--- config.mk ---
export PLATFORM = sky130hd
export DESIGN_NAME = ber_tlv_header_decoder_flat
export DESIGN_NICKNAME = d
export VERILOG_FILES = /design/src/rtl/core/btlv_pkg.sv /design/src/rtl/core/btlv_if.sv /design/src/rtl/core/btlv_tag_stage.sv /design/src/rtl/core/btlv_len_stage.sv /design/src/rtl/core/btlv_sum_stage.sv /design/src/rtl/core/ber_tlv_header_decoder.sv /design/src/flat_wrapper.sv
export SDC_FILE = /design/constraint.sdc
export NUM_CORES = 1
export LEC_CHECK = 0
export BUFFER_PORTS_ARGS = -buffer_cell sky130_fd_sc_hd__buf_2
export CORE_MARGIN = 5
export CORE_UTILIZATION = 30
export CTS_BUF_LIST = sky130_fd_sc_hd__clkbuf_2 sky130_fd_sc_hd__clkbuf_4 sky130_fd_sc_hd__clkbuf_8
export CTS_CLUSTER_SIZE = 30
export DETAILED_ROUTE_END_ITERATION = 6
export GPL_TIMING_DRIVEN = 1
export PLACE_DENSITY = 0.55
export SETUP_SLACK_MARGIN = 0.05
export SYNTH_ARGS = -nofsm -noshare
export SYNTH_HDL_FRONTEND = slang
export SYNTH_SLANG_ARGS = --single-unit
--- constraint.sdc ---
create_clock -name clk_i -period 9.8 [get_ports clk_i]
set_clock_uncertainty 0.15 [all_clocks]
set_input_delay 1.47 -clock clk_i [delete_from_list [all_inputs] [get_ports clk_i]]
set_output_delay 1.47 -clock clk_i [all_outputs]
set_load 0.01 [all_outputs]
--- src/rtl/core/btlv_pkg.sv ---
// ----------------------------------------------------------------------------
// btlv_pkg
// Shared types and constants for the BER-TLV header decoder pipeline.
// ----------------------------------------------------------------------------
`timescale 1ns / 1ps
`default_nettype none

package btlv_pkg;

  localparam int unsigned ByteW  = 8;
  localparam int unsigned AvailW = 20;
  localparam int unsigned TagNumW = 14;
  localparam int unsigned VlenW  = 16;
  localparam int unsigned EncW   = 17;

  // result status codes
  typedef enum logic [1:0] {
    ST_OK      = 2'd0,
    ST_FAIL    = 2'd1,
    ST_BAD_TAG = 2'd2,
    ST_BAD_LEN = 2'd3
  } status_e;

  // tag class codes
  typedef enum logic [1:0] {
    CLS_UNIVERSAL   = 2'd0,
    CLS_APPLICATION = 2'd1,
    CLS_CONTEXT     = 2'd2,
    CLS_PRIVATE     = 2'd3
  } obj_class_e;

  localparam logic [4:0] TagLongForm = 5'd31;
  localparam logic [6:0] MaxLenOctets = 7'd2;

  // raw window as it enters the pipeline
  typedef struct packed {
    logic [ByteW-1:0]  byte0;
    logic [ByteW-1:0]  byte1;
    logic [ByteW-1:0]  byte2;
    logic [ByteW-1:0]  byte3;
    logic [ByteW-1:0]  byte4;
    logic [ByteW-1:0]  byte5;
    logic [AvailW-1:0] avail;
  } window_t;

  // after tag decode
  typedef struct packed {
    status_e           status;
    logic              tag_ok;
    obj_class_e        obj_class;
    logic              cons;
    logic [TagNumW-1:0] tag_number;
    logic [1:0]        tag_octets;
    logic [ByteW-1:0]  len_b0;
    logic [ByteW-1:0]  len_b1;
    logic [ByteW-1:0]  len_b2;
    logic [AvailW-1:0] avail;
  } tag_stage_t;

  // after length decode
  typedef struct packed {
    status_e           status;
    obj_class_e        obj_class;
    logic              cons;
    logic [TagNumW-1:0] tag_number;
    logic [1:0]        tag_octets;
    logic [1:0]        len_octets;
    logic [VlenW-1:0]  value_length;
    logic              indef;
    logic [AvailW-1:0] avail;
  } len_stage_t;

  // final result
  typedef struct packed {
    status_e           status;
    obj_class_e        obj_class;
    logic              cons;
    logic [TagNumW-1:0] tag_number;
    logic [1:0]        tag_octets;
    logic [VlenW-1:0]  value_length;
    logic              indef;
    logic [EncW-1:0]   encoded_length;
    logic              fits;
  } result_t;

endpackage

`default_nettype wire

--- src/rtl/core/btlv_if.sv ---
// ----------------------------------------------------------------------------
// btlv_in_if / btlv_out_if
// Valid/ready channels carrying a header window and a decode result.
// ----------------------------------------------------------------------------
`timescale 1ns / 1ps
`default_nettype none

interface btlv_in_if;
  logic        valid;
  logic        ready;
  logic [7:0]  byte0;
  logic [7:0]  byte1;
  logic [7:0]  byte2;
  logic [7:0]  byte3;
  logic [7:0]  byte4;
  logic [7:0]  byte5;
  logic [19:0] bytes_available;

  modport source (
    output valid, byte0, byte1, byte2, byte3, byte4, byte5, bytes_available,
    input  ready
  );
  modport sink (
    input  valid, byte0, byte1, byte2, byte3, byte4, byte5, bytes_available,
    output ready
  );
endinterface

interface btlv_out_if;
  logic        valid;
  logic        ready;
  logic [1:0]  status;
  logic [1:0]  obj_class;
  logic        is_constructed;
  logic [13:0] tag_number;
  logic [1:0]  tag_octets;
  logic [15:0] value_length;
  logic        is_indefinite;
  logic [16:0] encoded_length;
  logic        fits_buffer;

  modport source (
    output valid, status, obj_class, is_constructed, tag_number, tag_octets,
           value_length, is_indefinite, encoded_length, fits_buffer,
    input  ready
  );
  modport sink (
    input  valid, status, obj_class, is_constructed, tag_number, tag_octets,
           value_length, is_indefinite, encoded_length, fits_buffer,
    output ready
  );
endinterface

`default_nettype wire

--- src/rtl/core/btlv_tag_stage.sv ---
// ----------------------------------------------------------------------------
// btlv_tag_stage
// Pipeline stage 1: class check, tag decode and length byte selection.
// ----------------------------------------------------------------------------
`timescale 1ns / 1ps
`default_nettype none

module btlv_tag_stage (
  input  wire logic                clk_i,
  input  wire logic                rst_ni,
  input  wire logic                valid_i,
  output logic                     ready_o,
  input  wire btlv_pkg::window_t   data_i,
  output logic                     valid_o,
  input  wire logic                ready_i,
  output btlv_pkg::tag_stage_t     data_o
);
  import btlv_pkg::*;

  tag_stage_t d_s;
  logic       valid_q;
  tag_stage_t data_q;
  logic [4:0] low5;

  assign low5 = data_i.byte0[4:0];

  // tag decode
  always_comb begin
    d_s            = '0;
    d_s.status     = ST_FAIL;
    d_s.obj_class  = obj_class_e'(data_i.byte0[7:6]);
    d_s.cons       = data_i.byte0[5];
    d_s.avail      = data_i.avail;
    if (d_s.obj_class != CLS_PRIVATE) begin
      if (low5 != TagLongForm && data_i.avail != '0) begin
        d_s.tag_octets = 2'd1;
        d_s.tag_number = {{(TagNumW-5){1'b0}}, low5};
      end else if (low5 == TagLongForm && data_i.avail >= AvailW'(2)) begin
        if (!data_i.byte1[7]) begin
          d_s.tag_octets = 2'd2;
          d_s.tag_number = {7'd0, data_i.byte1[6:0]};
        end else if (data_i.avail >= AvailW'(3)) begin
          d_s.tag_octets = 2'd3;
          d_s.tag_number = {data_i.byte1[6:0], data_i.byte2[6:0]};
        end else begin
          d_s.status = ST_BAD_TAG;
        end
      end else begin
        d_s.status = ST_BAD_TAG;
      end
      // tag number zero is rejected and treated as unparsed
      if (d_s.tag_octets != 2'd0 && d_s.tag_number == '0) begin
        d_s.status     = ST_FAIL;
        d_s.tag_octets = 2'd0;
      end
    end
    d_s.tag_ok = (d_s.tag_octets != 2'd0);

    // pick the octets that follow the tag
    case (d_s.tag_octets)
      2'd1: begin
        d_s.len_b0 = data_i.byte1;
        d_s.len_b1 = data_i.byte2;
        d_s.len_b2 = data_i.byte3;
      end
      2'd2: begin
        d_s.len_b0 = data_i.byte2;
        d_s.len_b1 = data_i.byte3;
        d_s.len_b2 = data_i.byte4;
      end
      2'd3: begin
        d_s.len_b0 = data_i.byte3;
        d_s.len_b1 = data_i.byte4;
        d_s.len_b2 = data_i.byte5;
      end
      default: begin
        d_s.len_b0 = '0;
        d_s.len_b1 = '0;
        d_s.len_b2 = '0;
      end
    endcase
  end

  assign ready_o = !valid_q || ready_i;

  // stage register
  always_ff @(posedge clk_i or negedge rst_ni) begin
    if (!rst_ni) begin
      valid_q <= 1'b0;
    end else if (ready_o) begin
      valid_q <= valid_i;
    end
  end

  always_ff @(posedge clk_i) begin
    if (ready_o && valid_i) begin
      data_q <= d_s;
    end
  end

  assign valid_o = valid_q;
  assign data_o  = data_q;

endmodule

`default_nettype wire

--- src/rtl/core/btlv_len_stage.sv ---
// ----------------------------------------------------------------------------
// btlv_len_stage
// Pipeline stage 2: short, long and indefinite length decode.
// ----------------------------------------------------------------------------
`timescale 1ns / 1ps
`default_nettype none

module btlv_len_stage (
  input  wire logic                 clk_i,
  input  wire logic                 rst_ni,
  input  wire logic                 valid_i,
  output logic                      ready_o,
  input  wire btlv_pkg::tag_stage_t data_i,
  output logic                      valid_o,
  input  wire logic                 ready_i,
  output btlv_pkg::len_stage_t      data_o
);
  import btlv_pkg::*;

  len_stage_t        d_s;
  logic              valid_q;
  len_stage_t        data_q;
  logic [AvailW-1:0] need;
  logic [1:0]        n2;

  assign need = AvailW'(data_i.tag_octets) + AvailW'(1);
  assign n2   = data_i.len_b0[1:0];

  // length decode
  always_comb begin
    d_s            = '0;
    d_s.status     = ST_FAIL;
    d_s.obj_class  = data_i.obj_class;
    d_s.cons       = data_i.cons;
    d_s.tag_number = data_i.tag_number;
    d_s.tag_octets = data_i.tag_octets;
    d_s.avail      = data_i.avail;
    if (!data_i.tag_ok) begin
      d_s.status = data_i.status;
    end else if (data_i.avail >= need) begin
      if (!data_i.len_b0[7]) begin
        d_s.value_length = {8'd0, data_i.len_b0};
        d_s.status       = ST_OK;
      end else if (data_i.len_b0[6:0] > MaxLenOctets) begin
        d_s.status = ST_BAD_LEN;
      end else if (data_i.avail < need + AvailW'(n2)) begin
        d_s.status = ST_BAD_LEN;
      end else begin
        d_s.len_octets = n2;
        d_s.status     = ST_OK;
        case (n2)
          2'd0:    d_s.indef = 1'b1;
          2'd1:    d_s.value_length = {8'd0, data_i.len_b1};
          2'd2:    d_s.value_length = {data_i.len_b1, data_i.len_b2};
          default: d_s.status = ST_BAD_LEN;
        endcase
      end
      // primitive objects need a definite length
      if (d_s.status == ST_OK && !data_i.cons && d_s.indef) begin
        d_s.status = ST_BAD_TAG;
      end
    end
  end

  assign ready_o = !valid_q || ready_i;

  // stage register
  always_ff @(posedge clk_i or negedge rst_ni) begin
    if (!rst_ni) begin
      valid_q <= 1'b0;
    end else if (ready_o) begin
      valid_q <= valid_i;
    end
  end

  always_ff @(posedge clk_i) begin
    if (ready_o && valid_i) begin
      data_q <= d_s;
    end
  end

  assign valid_o = valid_q;
  assign data_o  = data_q;

endmodule

`default_nettype wire

--- src/rtl/core/btlv_sum_stage.sv ---
// ----------------------------------------------------------------------------
// btlv_sum_stage
// Pipeline stage 3: total encoded length and buffer fit check, output register.
// ----------------------------------------------------------------------------
`timescale 1ns / 1ps
`default_nettype none

module btlv_sum_stage (
  input  wire logic                 clk_i,
  input  wire logic                 rst_ni,
  input  wire logic                 valid_i,
  output logic                      ready_o,
  input  wire btlv_pkg::len_stage_t data_i,
  output logic                      valid_o,
  input  wire logic                 ready_i,
  output btlv_pkg::result_t         data_o
);
  import btlv_pkg::*;

  result_t         d_s;
  logic            valid_q;
  result_t         data_q;
  logic [EncW-1:0] enc;

  assign enc = EncW'(data_i.tag_octets) + EncW'(1) + EncW'(data_i.len_octets)
             + EncW'(data_i.value_length);

  // length sum and fit compare
  always_comb begin
    d_s                = '0;
    d_s.status         = data_i.status;
    d_s.obj_class      = data_i.obj_class;
    d_s.cons           = data_i.cons;
    d_s.tag_number     = data_i.tag_number;
    d_s.tag_octets     = data_i.tag_octets;
    d_s.value_length   = data_i.value_length;
    d_s.indef          = data_i.indef;
    if (data_i.status == ST_OK) begin
      d_s.encoded_length = enc;
      d_s.fits           = (AvailW'(enc) <= data_i.avail);
    end
  end

  assign ready_o = !valid_q || ready_i;

  // output register
  always_ff @(posedge clk_i or negedge rst_ni) begin
    if (!rst_ni) begin
      valid_q <= 1'b0;
    end else if (ready_o) begin
      valid_q <= valid_i;
    end
  end

  always_ff @(posedge clk_i) begin
    if (ready_o && valid_i) begin
      data_q <= d_s;
    end
  end

  assign valid_o = valid_q;
  assign data_o  = data_q;

endmodule

`default_nettype wire

--- src/rtl/core/ber_tlv_header_decoder.sv ---
// ----------------------------------------------------------------------------
// ber_tlv_header_decoder
// Decodes class, tag and length of a BER-TLV header from a six-byte window.
// ----------------------------------------------------------------------------
// the window is registered in the tag, length and sum stages in turn
// throughput: one window per cycle without output stalls; each stage holds one
// an output stall reaches the input in the same cycle once all stages hold data
// reset: asynchronous, clears all stage valid bits; payload is not reset
`timescale 1ns / 1ps
`default_nettype none

module ber_tlv_header_decoder (
  input  wire logic  clk_i,
  input  wire logic  rst_ni,
  btlv_in_if.sink    in_i,
  btlv_out_if.source out_o
);
  import btlv_pkg::*;

  window_t    win_s;
  logic       tag_valid_s;
  logic       tag_ready_s;
  tag_stage_t tag_data_s;
  logic       len_valid_s;
  logic       len_ready_s;
  len_stage_t len_data_s;
  result_t    res_s;

  // pack the incoming window
  assign win_s.byte0 = in_i.byte0;
  assign win_s.byte1 = in_i.byte1;
  assign win_s.byte2 = in_i.byte2;
  assign win_s.byte3 = in_i.byte3;
  assign win_s.byte4 = in_i.byte4;
  assign win_s.byte5 = in_i.byte5;
  assign win_s.avail = in_i.bytes_available;

  btlv_tag_stage u_tag (
    .clk_i   (clk_i),
    .rst_ni  (rst_ni),
    .valid_i (in_i.valid),
    .ready_o (in_i.ready),
    .data_i  (win_s),
    .valid_o (tag_valid_s),
    .ready_i (tag_ready_s),
    .data_o  (tag_data_s)
  );

  btlv_len_stage u_len (
    .clk_i   (clk_i),
    .rst_ni  (rst_ni),
    .valid_i (tag_valid_s),
    .ready_o (tag_ready_s),
    .data_i  (tag_data_s),
    .valid_o (len_valid_s),
    .ready_i (len_ready_s),
    .data_o  (len_data_s)
  );

  btlv_sum_stage u_sum (
    .clk_i   (clk_i),
    .rst_ni  (rst_ni),
    .valid_i (len_valid_s),
    .ready_o (len_ready_s),
    .data_i  (len_data_s),
    .valid_o (out_o.valid),
    .ready_i (out_o.ready),
    .data_o  (res_s)
  );

  // unpack the result
  assign out_o.status         = res_s.status;
  assign out_o.obj_class      = res_s.obj_class;
  assign out_o.is_constructed = res_s.cons;
  assign out_o.tag_number     = res_s.tag_number;
  assign out_o.tag_octets     = res_s.tag_octets;
  assign out_o.value_length   = res_s.value_length;
  assign out_o.is_indefinite  = res_s.indef;
  assign out_o.encoded_length = res_s.encoded_length;
  assign out_o.fits_buffer    = res_s.fits;

  // a successful result always carries a parsed tag and a nonzero total
  a_ok_has_tag: assert property (@(posedge clk_i) disable iff (!rst_ni)
    out_o.valid && res_s.status == ST_OK |-> res_s.tag_octets != 2'd0
      && res_s.encoded_length != '0)
    else $error("success without tag or encoded length");

  // failures clear the length results
  a_fail_zero: assert property (@(posedge clk_i) disable iff (!rst_ni)
    out_o.valid && res_s.status != ST_OK |-> res_s.value_length == '0
      && res_s.encoded_length == '0 && !res_s.fits)
    else $error("failure result carries length data");

  // a rejected tag never reaches the length stage as parsed
  a_tag_zero: assert property (@(posedge clk_i) disable iff (!rst_ni)
    tag_valid_s && !tag_data_s.tag_ok |-> tag_data_s.tag_octets == 2'd0
      && tag_data_s.status != ST_OK)
    else $error("unparsed tag with octet count or success status");

endmodule

`default_nettype wire
--- src/flat_wrapper.sv ---
// flat-port wrapper written by rule: the top's interface ports become plain ports
module ber_tlv_header_decoder_flat import btlv_pkg::*;
  (clk_i, rst_ni, in_i_valid, in_i_byte0, in_i_byte1, in_i_byte2, in_i_byte3, in_i_byte4, in_i_byte5, in_i_bytes_available, in_i_ready, out_o_valid, out_o_status, out_o_obj_class, out_o_is_constructed, out_o_tag_number, out_o_tag_octets, out_o_value_length, out_o_is_indefinite, out_o_encoded_length, out_o_fits_buffer, out_o_ready);
  btlv_in_if in_i_i ();
  btlv_out_if out_o_i ();
  input  wire logic clk_i;
  input  wire logic rst_ni;
  input wire logic [$bits(in_i_i.valid)-1:0] in_i_valid;
  input wire logic [$bits(in_i_i.byte0)-1:0] in_i_byte0;
  input wire logic [$bits(in_i_i.byte1)-1:0] in_i_byte1;
  input wire logic [$bits(in_i_i.byte2)-1:0] in_i_byte2;
  input wire logic [$bits(in_i_i.byte3)-1:0] in_i_byte3;
  input wire logic [$bits(in_i_i.byte4)-1:0] in_i_byte4;
  input wire logic [$bits(in_i_i.byte5)-1:0] in_i_byte5;
  input wire logic [$bits(in_i_i.bytes_available)-1:0] in_i_bytes_available;
  output wire logic [$bits(in_i_i.ready)-1:0] in_i_ready;
  output wire logic [$bits(out_o_i.valid)-1:0] out_o_valid;
  output wire logic [$bits(out_o_i.status)-1:0] out_o_status;
  output wire logic [$bits(out_o_i.obj_class)-1:0] out_o_obj_class;
  output wire logic [$bits(out_o_i.is_constructed)-1:0] out_o_is_constructed;
  output wire logic [$bits(out_o_i.tag_number)-1:0] out_o_tag_number;
  output wire logic [$bits(out_o_i.tag_octets)-1:0] out_o_tag_octets;
  output wire logic [$bits(out_o_i.value_length)-1:0] out_o_value_length;
  output wire logic [$bits(out_o_i.is_indefinite)-1:0] out_o_is_indefinite;
  output wire logic [$bits(out_o_i.encoded_length)-1:0] out_o_encoded_length;
  output wire logic [$bits(out_o_i.fits_buffer)-1:0] out_o_fits_buffer;
  input wire logic [$bits(out_o_i.ready)-1:0] out_o_ready;
  assign in_i_i.valid = in_i_valid;
  assign in_i_i.byte0 = in_i_byte0;
  assign in_i_i.byte1 = in_i_byte1;
  assign in_i_i.byte2 = in_i_byte2;
  assign in_i_i.byte3 = in_i_byte3;
  assign in_i_i.byte4 = in_i_byte4;
  assign in_i_i.byte5 = in_i_byte5;
  assign in_i_i.bytes_available = in_i_bytes_available;
  assign in_i_ready = in_i_i.ready;
  assign out_o_valid = out_o_i.valid;
  assign out_o_status = out_o_i.status;
  assign out_o_obj_class = out_o_i.obj_class;
  assign out_o_is_constructed = out_o_i.is_constructed;
  assign out_o_tag_number = out_o_i.tag_number;
  assign out_o_tag_octets = out_o_i.tag_octets;
  assign out_o_value_length = out_o_i.value_length;
  assign out_o_is_indefinite = out_o_i.is_indefinite;
  assign out_o_encoded_length = out_o_i.encoded_length;
  assign out_o_fits_buffer = out_o_i.fits_buffer;
  assign out_o_i.ready = out_o_ready;
  ber_tlv_header_decoder u_core (.clk_i(clk_i), .rst_ni(rst_ni), .in_i(in_i_i), .out_o(out_o_i));
endmodule
After elaboration in Yosys (flattened, before gate mapping)
Cells that the tools add are included.
- $add $sub $neg: 5
- multipliers: 0
- div/mod/pow operators: 0
- magnitude comparators: 6
- equal/unequal tests: 8
- shifts and indexed selects: 0
- mux-type cells: 28
- bitwise operators: 4
- reductions and logical operators: 26
- operator list (operator ; count):
    $mux 16 ; 5
    $pmux 24 s3 ; 1
    $ge 20x2->1 const B ; 2
    $pmux 16 s2 ; 1
    $mux 2 ; 14
    $ge 20x20->1 ; 1
    $le 17x20->1 ; 1
    $lt 20x20->1 ; 1
    $reduce_bool 20->1 ; 1
    $add 17x16->17 ; 1
    $add 17x2->17 ; 1
    $mux 8 ; 2
    $logic_not 14->1 ; 1
    $logic_and 1x1->1 ; 8
    $gt 7x2->1 const B ; 1
    $mux 7 ; 1
    $add 2x1->3 const B ; 2
    $eq 2x2->1 const B ; 3
    $logic_not 2->1 ; 3
    $reduce_or 3->1 ; 2
    $eq 5x5->1 const B ; 1
    $ne 5x5->1 const B ; 1
    $reduce_or 5->1 ; 1
    $add 3x2->4 ; 1
    8 further kinds ; 21
- flip-flop bits (word level): 185
- bits in latches: 0
- bits in writable memories: 0
- ROM bits: 0
- output and inout bits: 58
- logic and storage cells: 109
- memories kept: 0

Logic depth before layout (Yosys ltp)
Gate-level depths: netlist (run 1).
- depth after elaboration: 14
- gate-level depth with buffers: 20

Hierarchy
From an unflattened synthesis (run 1), not the netlist that was laid out.
- cell total of the unflattened synthesis: 609
- area, all modules: 8441.8 um^2
- modules (own cells, without submodules) (module ; instances ; cells each ; area each (um^2) ; sequential area each (um^2)):
    btlv_tag_stage ; 1 ; 262 ; 3188.1 ; 2006.9
    btlv_sum_stage ; 1 ; 199 ; 2725.1 ; 1706.6
    btlv_len_stage ; 1 ; 148 ; 2528.7 ; 1826.8

Worst setup path after synthesis (run 1)
Ideal clock, no wire load.
- kind: input -> register
- start point: input in_i_bytes_available[19]
- end point: register u_core.u_tag.data_q (netlist bit u_core.u_tag.data_o[41]) (data pin)
- setup time: 0.261 ns
- data arrival time: 3.840 ns
- slack: 5.549 ns
- stages: 10
- path buffers: 2
- cells stage by stage: or4_4 nor4_4 a311oi_1 a22o_1 a221oi_1 and4b_1 buf_6 buf_4 nor3b_1 a221o_1
- RTL lines (element ; RTL line ; RTL):
    from (decl) ; flat_wrapper.sv:15 ; input wire logic [$bits(in_i_i.bytes_available)-1:0] in_i_bytes_available;
    to (signal assigned) ; btlv_tag_stage.sv:97 ; data_q <= d_s;
    to (decl) ; btlv_tag_stage.sv:22 ; tag_stage_t data_q;

==> results of run 1 <==
-- per-stage QoR --
stage                     std cells  power (mW)  area, um^2
final                          1067        1.73        9590
after global routing           1065        1.81        9580
after CTS                      1065        1.75        9580
after detailed placement       1033        1.24        9190
after global placement         1033        1.24        9190
after floorplan                 573        1.13        8150
-- registers in the layout, indices dropped and copies added (netlist names) --
signal,cells
u_core.u_sum.valid_o,1
u_core.u_tag.data_o,66
u_core.u_len.valid_o,1
u_core.u_sum.data_o,56
u_core.u_tag.valid_o,1
u_core.u_len.data_o,60
-- power groups by stage --
| stage | Sequential [mW] | Combinational, mW | Clock [mW] |
|---|---|---|---|
| 3_5_place_dp | 1.01 | 0.228 | 0 |
| 5_1_grt | 0.999 | 0.252 | 0.562 |
| 2_1_floorplan | 1.01 | 0.124 | 0 |
| 3_3_place_gp | 1.01 | 0.226 | 0 |
| 6_report | 0.991 | 0.225 | 0.513 |
| 4_1_cts | 0.992 | 0.229 | 0.530 |
-- cells by family (layout without fill, tap and decap cells) --
group                      Yosys count  in the layout
and+or+nand+nor                    191            191
DFF                                185            185
AOI/OAI and AO/OA                   86             86
buffers and inverters               56            207
adders and majority gates           39             39
xor gates and xnor gates            14             14
muxes                                2              2
other                                0              2
-- worst register-to-register path: cells and delay by family (launching register included) --
kind / cells / cell delay (ns)
adders and majority gates: 5 / 1.39
and+or+nand+nor: 6 / 1.24
AOI/OAI and AO/OA: 5 / 0.59
DFF: 1 / 0.45
xor gates and xnor gates: 1 / 0.22
buffers and inverters: 2 / 0.14
-- layout by cell type (no fill, tap or decap), types with 16 or more instances in the layout --
cell / count
a21oi_1: 24
a221o_1: 24
buf_2: 129
clkbuf_8: 17
edfxtp_1: 182
ha_1: 35
inv_1: 39
nand2_1: 21
nand3_1: 31
nor2_1: 42
nor2b_1: 16
-- cell usage after synthesis (4+ instances only) --
| cell | number |
|---|---|
| a22o_1 | 8 |
| and2_1 | 6 |
| clkbuf_1 | 11 |
| a222oi_1 | 4 |
| fa_1 | 4 |
| o21ai_0 | 6 |
| nor2b_1 | 16 |
| edfxtp_1 | 182 |
| nor3b_1 | 11 |
| xor2_1 | 8 |
| nor4_1 | 6 |
| a221o_1 | 24 |
| xnor2_1 | 6 |
| a21o_1 | 7 |
| nand2b_1 | 9 |
| nand3_1 | 31 |
| and3_1 | 15 |
| inv_1 | 39 |
| a21oi_1 | 24 |
| nor2_1 | 42 |
| nand2_1 | 21 |
| nor3_1 | 8 |
| or2_2 | 4 |
| nand4_1 | 6 |
| ha_1 | 35 |
| or4_1 | 5 |
-- layer usage --
metal,part of all wire,global-route usage,vias to the layer above,wire [um]
met5,0.00036,0,-,7
met2,0.46,0.199,181,8970
met3,0.064,0.0385,17,1250
li1,-,-,2471,-
met4,0.012,0.0321,2,233
met1,0.47,0.177,2457,9190
-- cell type report --
cell class                      instances  area [um^2]
Antenna cell                            2         5.00
Clock buffer                           17          234
Clock inverter                         15          161
Fill cell                            2637        17300
Inverter                               39          146
Multi-Input combinational cell        332         2380
Sequential cell                       185         5540
Tap cell                              341          427
Timing Repair Buffer                  136          698
-- path summary, 6_finish.rpt --
check | endpoint | slack [ns] | cells past startpoint
min reg2reg | u_core.u_sum.data_o[50]$_DFFE_PP_ | 0.28 | 0
max reg2reg | u_core.u_sum.data_o[0]$_SDFFCE_PP0P_ | 5.48 | 19
min | u_core.u_sum.data_o[50]$_DFFE_PP_ | 0.28 | 0
max | u_core.u_tag.data_o[23]$_DFFE_PP_ | 4.69 | 11
max in group asynchronous | u_core.u_sum.valid_o$_DFFE_PN0P_ | 8.75 | 1
min in group asynchronous | u_core.u_len.valid_o$_DFFE_PN0P_ | 0.64 | 1
==> metrics.cfg, run 1 <==
[floorplanning]
fp.coreArea_um2=26900
die_h_um=175
die_area_um2=30600
die_w_um=175
io_pins=130
start_util=0.303
num_rows=60

[clock_network]
cts_tree=done
clk_pin_slew_ns=0.10
h-tree-depth=4
clockBufferDepth=2
cts_buffers=17
cts_setup_buffers=0
clk_latency_ns=0.47
clock_sinks=185
root_buffer=clkbuf_8
cts_resized=0
ctsHoldBuffers=0

[worst_setup_path]
cp_top_family=simple AND/OR/NAND/NOR gates
crit_path_frequent_cell=buf_4
critPathLaunchType=primary input
slowest_stage=and4b_1
crit_path_max_incr_delay_ns=0.94
startpoint=in_i_bytes_available[19]
critPathBufInv=3
crit_chain=buf_2, or4_4, nor4_4, a311oi_2, buf_4, a22o_1, a221oi_1, and4b_1, nor3b_2, buf_4, a221o_1
worstPathMaxFanout=30
worstSetupEndpointType=flop
reg2reg_from=u_core.u_len.data_o[39]$_DFFE_PP_
cp_data_arrival_time_ns=5.18
worstSetupPathType=primary input to flop
crit_required_ns=9.87

[synth]
synthTopCellsByArea=edfxtp_1 (67%), ha_1 (5.4%), a221o_1 (2.9%)
synth_fp_nets=684
synth_top_area_frac=0.671
synthesis.area_um2=8150
syn_inst=573
yosys.area_share.xor_xnor=0.0150
ys_types=49
synth-edff-count=182
synth-seq-area-share=0.680
ys.flop_type=edfxtp_1
synthAdderAreaFrac=0.0636
yosys_register_bits=185
synth_top_area_cell=edfxtp_1
syn_avg_cell_area_um2=14.2
synth-compound-area-share=0.0809
synth_top_family_by_area=simple AND/OR/NAND/NOR gates
ys.warnings.count=0
synth-simple-area-share=0.129
synthMuxAreaShare=0.00246
async_flop_share=0.0162

[timing]
setup_violations=0
max_freq_ghz=0.196
setup_tns_ns=0
final.min_clock_period_ns=5.11
finalCritPeriodShare=0.522
worstMarginPinSlew_ns=1.06
slew-limit-headroom=0.294
hold_viol=0
rsz0062_at_grt=false
slew_viol_final=0
worst_slack_ns=4.69
hold_ws_ns=0.276

[pwr]
clkPwrFrac=0.297
peakVddDrop_uv=78.4
combPwrFrac=0.130
seqPwrFrac=0.573
powerDensity_nw_per_um2=180
p_sw_mw=0.473
power.internal_mw=1.25
p_sw_frac=0.274
p_leak_nw=3.77

[place]
place_congestion=0.901
dpl.hpwl_um=14400
portBuffers=129
post-place-ws_ns=4.23

[routing]
antenna_left=0
drt_drc_violations_left=0
wl_per_cell_um=18.4
firstDrtPassIters=5
num_vias=5128
wl_um=19700
vias_per_cell=4.81
drt_iter0_drc=372

[global_routing]
grt_max_degree=67
grt_pass1_wl_um=30100
antenna_found_initial=1
overflow=0
grt_pass1_vias=5186
grt_usage=0.128

[run]
max_cap_violations=0

[finish]
utilization=0.357
drive_gt1_frac=0.249
nets=822
syn2layout_area_growth_pct=17.7

[status]
outcome=complete, no violations

[min_path]
hp-start=u_core.u_len.data_o[54]$_DFFE_PP_
hold_path.class=flop to flop

No activity file was read; power rests on OpenSTA's default activity.
==> run 2: changes to the inputs <==
- ABC_AREA: default -> 1
- PLACE_DENSITY: 0.55 -> 0.56
- clock period: 9.8 -> 4.1 ns (I/O delays scaled with it)
==> run 2 against run 1 <==
  * The flow now finishes with violations (setup timing)
  * Worst setup slack worse by 4.9 ns
  * Synthesized cell count up 29%
  * First-iteration DRC count shrank 3.0%
  * Sequential share of layout area decreased by 3.3 points
  * Synthesized area rose by 4.6%
  * Clock-buffer cell count unchanged
  * Sequential cell count did not move
  * Worst hold slack got worse by 0.098 ns
  * Critical endpoint is now u_core.u_sum.data_o[0]$_SDFFCE_PP0P_
==> metrics.cfg, run 2 <==
[synth]
synth-seq-area-share=0.650
synth_commonest_cells=edfxtp_1 (182), nand2_1 (109), inv_1 (105)
synth_most_common_cell=edfxtp_1
syn_inst=739
synthTopCellsByArea=edfxtp_1 (64%), ha_1 (5.1%), nand3_1 (4.8%)
synth_top_area_frac=0.641
ys_types=42
synthesis.area_um2=8520
syn_avg_cell_area_um2=11.5
yosys_register_bits=185
synth-edff-count=182
synth_top_area_cell=edfxtp_1
synth_fp_nets=850
ys.flop_type=edfxtp_1
ys.warnings.count=0
async_flop_share=0.0162

[routing]
drt_drc_violations_left=0
drt_iter0_drc=361
num_vias=5782
wl_per_cell_um=15.2
firstDrtPassIters=6
antenna_left=0
wl_um=19500
vias_per_cell=4.51

[floorplanning]
die_w_um=179
num_rows=61
die_area_um2=31900
fp.coreArea_um2=27900
io_pins=130
die_h_um=179
start_util=0.305

[timing]
hold_ws_ns=0.178
slew-limit-headroom=0.517
hold_viol=0
slew_viol_final=0
setup_violations=1
finalCritPeriodShare=1.04
max_freq_ghz=0.234
worstMarginPinSlew_ns=0.724
rsz0062_at_grt=true
worst_slack_ns=-0.167
final.min_clock_period_ns=4.27

[worst_setup_path]
critPathLaunchType=flop
crit_required_ns=4.16
worstPathMaxFanout=2
slowest_stage=fa_1
crit_path_frequent_cell=inv_2
cp_data_arrival_time_ns=4.33
crit_path_max_incr_delay_ns=0.41
worstSetupPathType=flop to flop
worstSetupEndpointType=flop

[clock_network]
clock_sinks=185
cts_tree=done
clk_pin_slew_ns=0.11
clockBufferDepth=2
cts_buffers=17
h-tree-depth=4
clk_latency_ns=0.45
root_buffer=clkbuf_8

[min_path]
hold_path.class=primary input to flop

[place]
place_congestion=0.858
portBuffers=129
dpl.hpwl_um=15100
dpl-instance-area_um2=9650
post-place-ws_ns=-0.102

[finish]
fillers=2791
syn2layout_area_growth_pct=19.3
fin_area_um2=10200
nets=1000
largest_reg_flops=66
final_common_cell=edfxtp_1
drive_gt1_frac=0.244
layout_common_cells=edfxtp_1 (182), buf_2 (129), nand2_1 (107)

[global_routing]
grt_usage=0.125
grt_max_degree=57
antenna_found_initial=1
grt_pass1_vias=5787
grt_pass1_wl_um=30400
overflow=0

[pwr]
p_leak_nw=4.24
powerDensity_nw_per_um2=469
peakVddDrop_uv=166
p_total_mw=4.77

[status]
violations=setup timing
outcome=finished with violations

[run]
max_cap_violations=0

## run 2: cell types whose count changed in the layout (fill, tap and decap cells not counted), sizes merged, moves of 15 or more
cell / delta
nand3: +56
inv: +68
nor2: +37
nand2: +91
nor2b: -16
nand4: +22
and3: -15
a221o: -24
## run 2: path summary, 6_finish.rpt
kind	startpoint	endpoint	slack (ns)	cells past startpoint
worst min register to register	u_core.u_len.data_o[48]$_DFFE_PP_	u_core.u_sum.data_o[44]$_DFFE_PP_	0.27	0
worst max-delay path	u_core.u_len.data_o[40]$_DFFE_PP_	u_core.u_sum.data_o[0]$_SDFFCE_PP0P_	-0.17	26
worst min-delay path	in_i_byte0[5]	u_core.u_tag.data_o[60]$_DFFE_PP_	0.18	1
max in group asynchronous	rst_ni	u_core.u_len.valid_o$_DFFE_PN0P_	3.37	2
min in group asynchronous	rst_ni	u_core.u_tag.valid_o$_DFFE_PN0N_	0.32	2
worst max register to register	u_core.u_len.data_o[40]$_DFFE_PP_	u_core.u_sum.data_o[0]$_SDFFCE_PP0P_	-0.17	26
## run 2: final cells by class
type | instances | area, um^2 | share of cell area
Tap cell | 378 | 473 | 0.0465
Inverter | 108 | 409 | 0.0403
Clock buffer | 17 | 234 | 0.0230
Timing Repair Buffer | 149 | 798 | 0.0785
Sequential cell | 185 | 5540 | 0.545
Multi-Input combinational cell | 428 | 2550 | 0.250
Antenna cell | 1 | 2.50 | 0.000246
Clock inverter | 15 | 161 | 0.0159
## run 2: metal layers
metal	share of wire	global-route usage	vias to the layer above
met2	0.47	0.198	204
met4	0.022	0.0518	0
met5	0	0	-
met3	0.047	0.0218	29
li1	-	-	2877
met1	0.47	0.170	2672
## run 2: repair_timing
action | 4_1_cts | 5_1_grt
gates resized for setup | 1 | 18
pin swaps | 1 | 11
setup buffers | 1 | 3
hold buffers | 1 | 0
setup endpoints to repair | 1 | 1
cloned | 0 | 0
hold endpoints to repair | 3 | 0
## run 2: through the flow
step                       util  instances  setup TNS [ns]
after floorplan               -        739               0
after global placement    0.345       1243        -0.00628
after detailed placement  0.345       1243          -0.102
after CTS                 0.360       1277         -0.0467
after global routing      0.364       1281          -0.422
final                     0.364       1281          -0.167
## run 2: cell families (layout without fill, tap and decap cells)
kind of cell / after synthesis / count (layout) / share of synthesized area
AOI/OAI and AO/OA: 52 / 52 / 0.0348
xor gates and xnor gates: 10 / 10 / 0.0103
and+or+nand+nor: 327 / 327 / 0.181
DFF: 185 / 185 / 0.650
adders and majority gates: 39 / 39 / 0.0608
buffers and inverters: 126 / 289 / 0.0628
other: 0 / 1 / 0
## run 2: critical path, delay by kind of cell, from the launching register on
| family | cells | cell delay [ns] |
|---|---|---|
| xor+xnor | 1 | 0.21 |
| flops | 1 | 0.40 |
| simple gates | 12 | 1.37 |
| buf+inv | 6 | 0.43 |
| compound gates | 2 | 0.13 |
| fa+ha+maj | 5 | 1.33 |
## run 2: power breakdown
part / leakage [nW] / total, mW / internal (mW) / switching (mW)
clock: 0.203 / 1.20 / 0.508 / 0.692
combinational: 2.22 / 0.984 / 0.344 / 0.639
sequential: 1.82 / 2.59 / 2.47 / 0.112
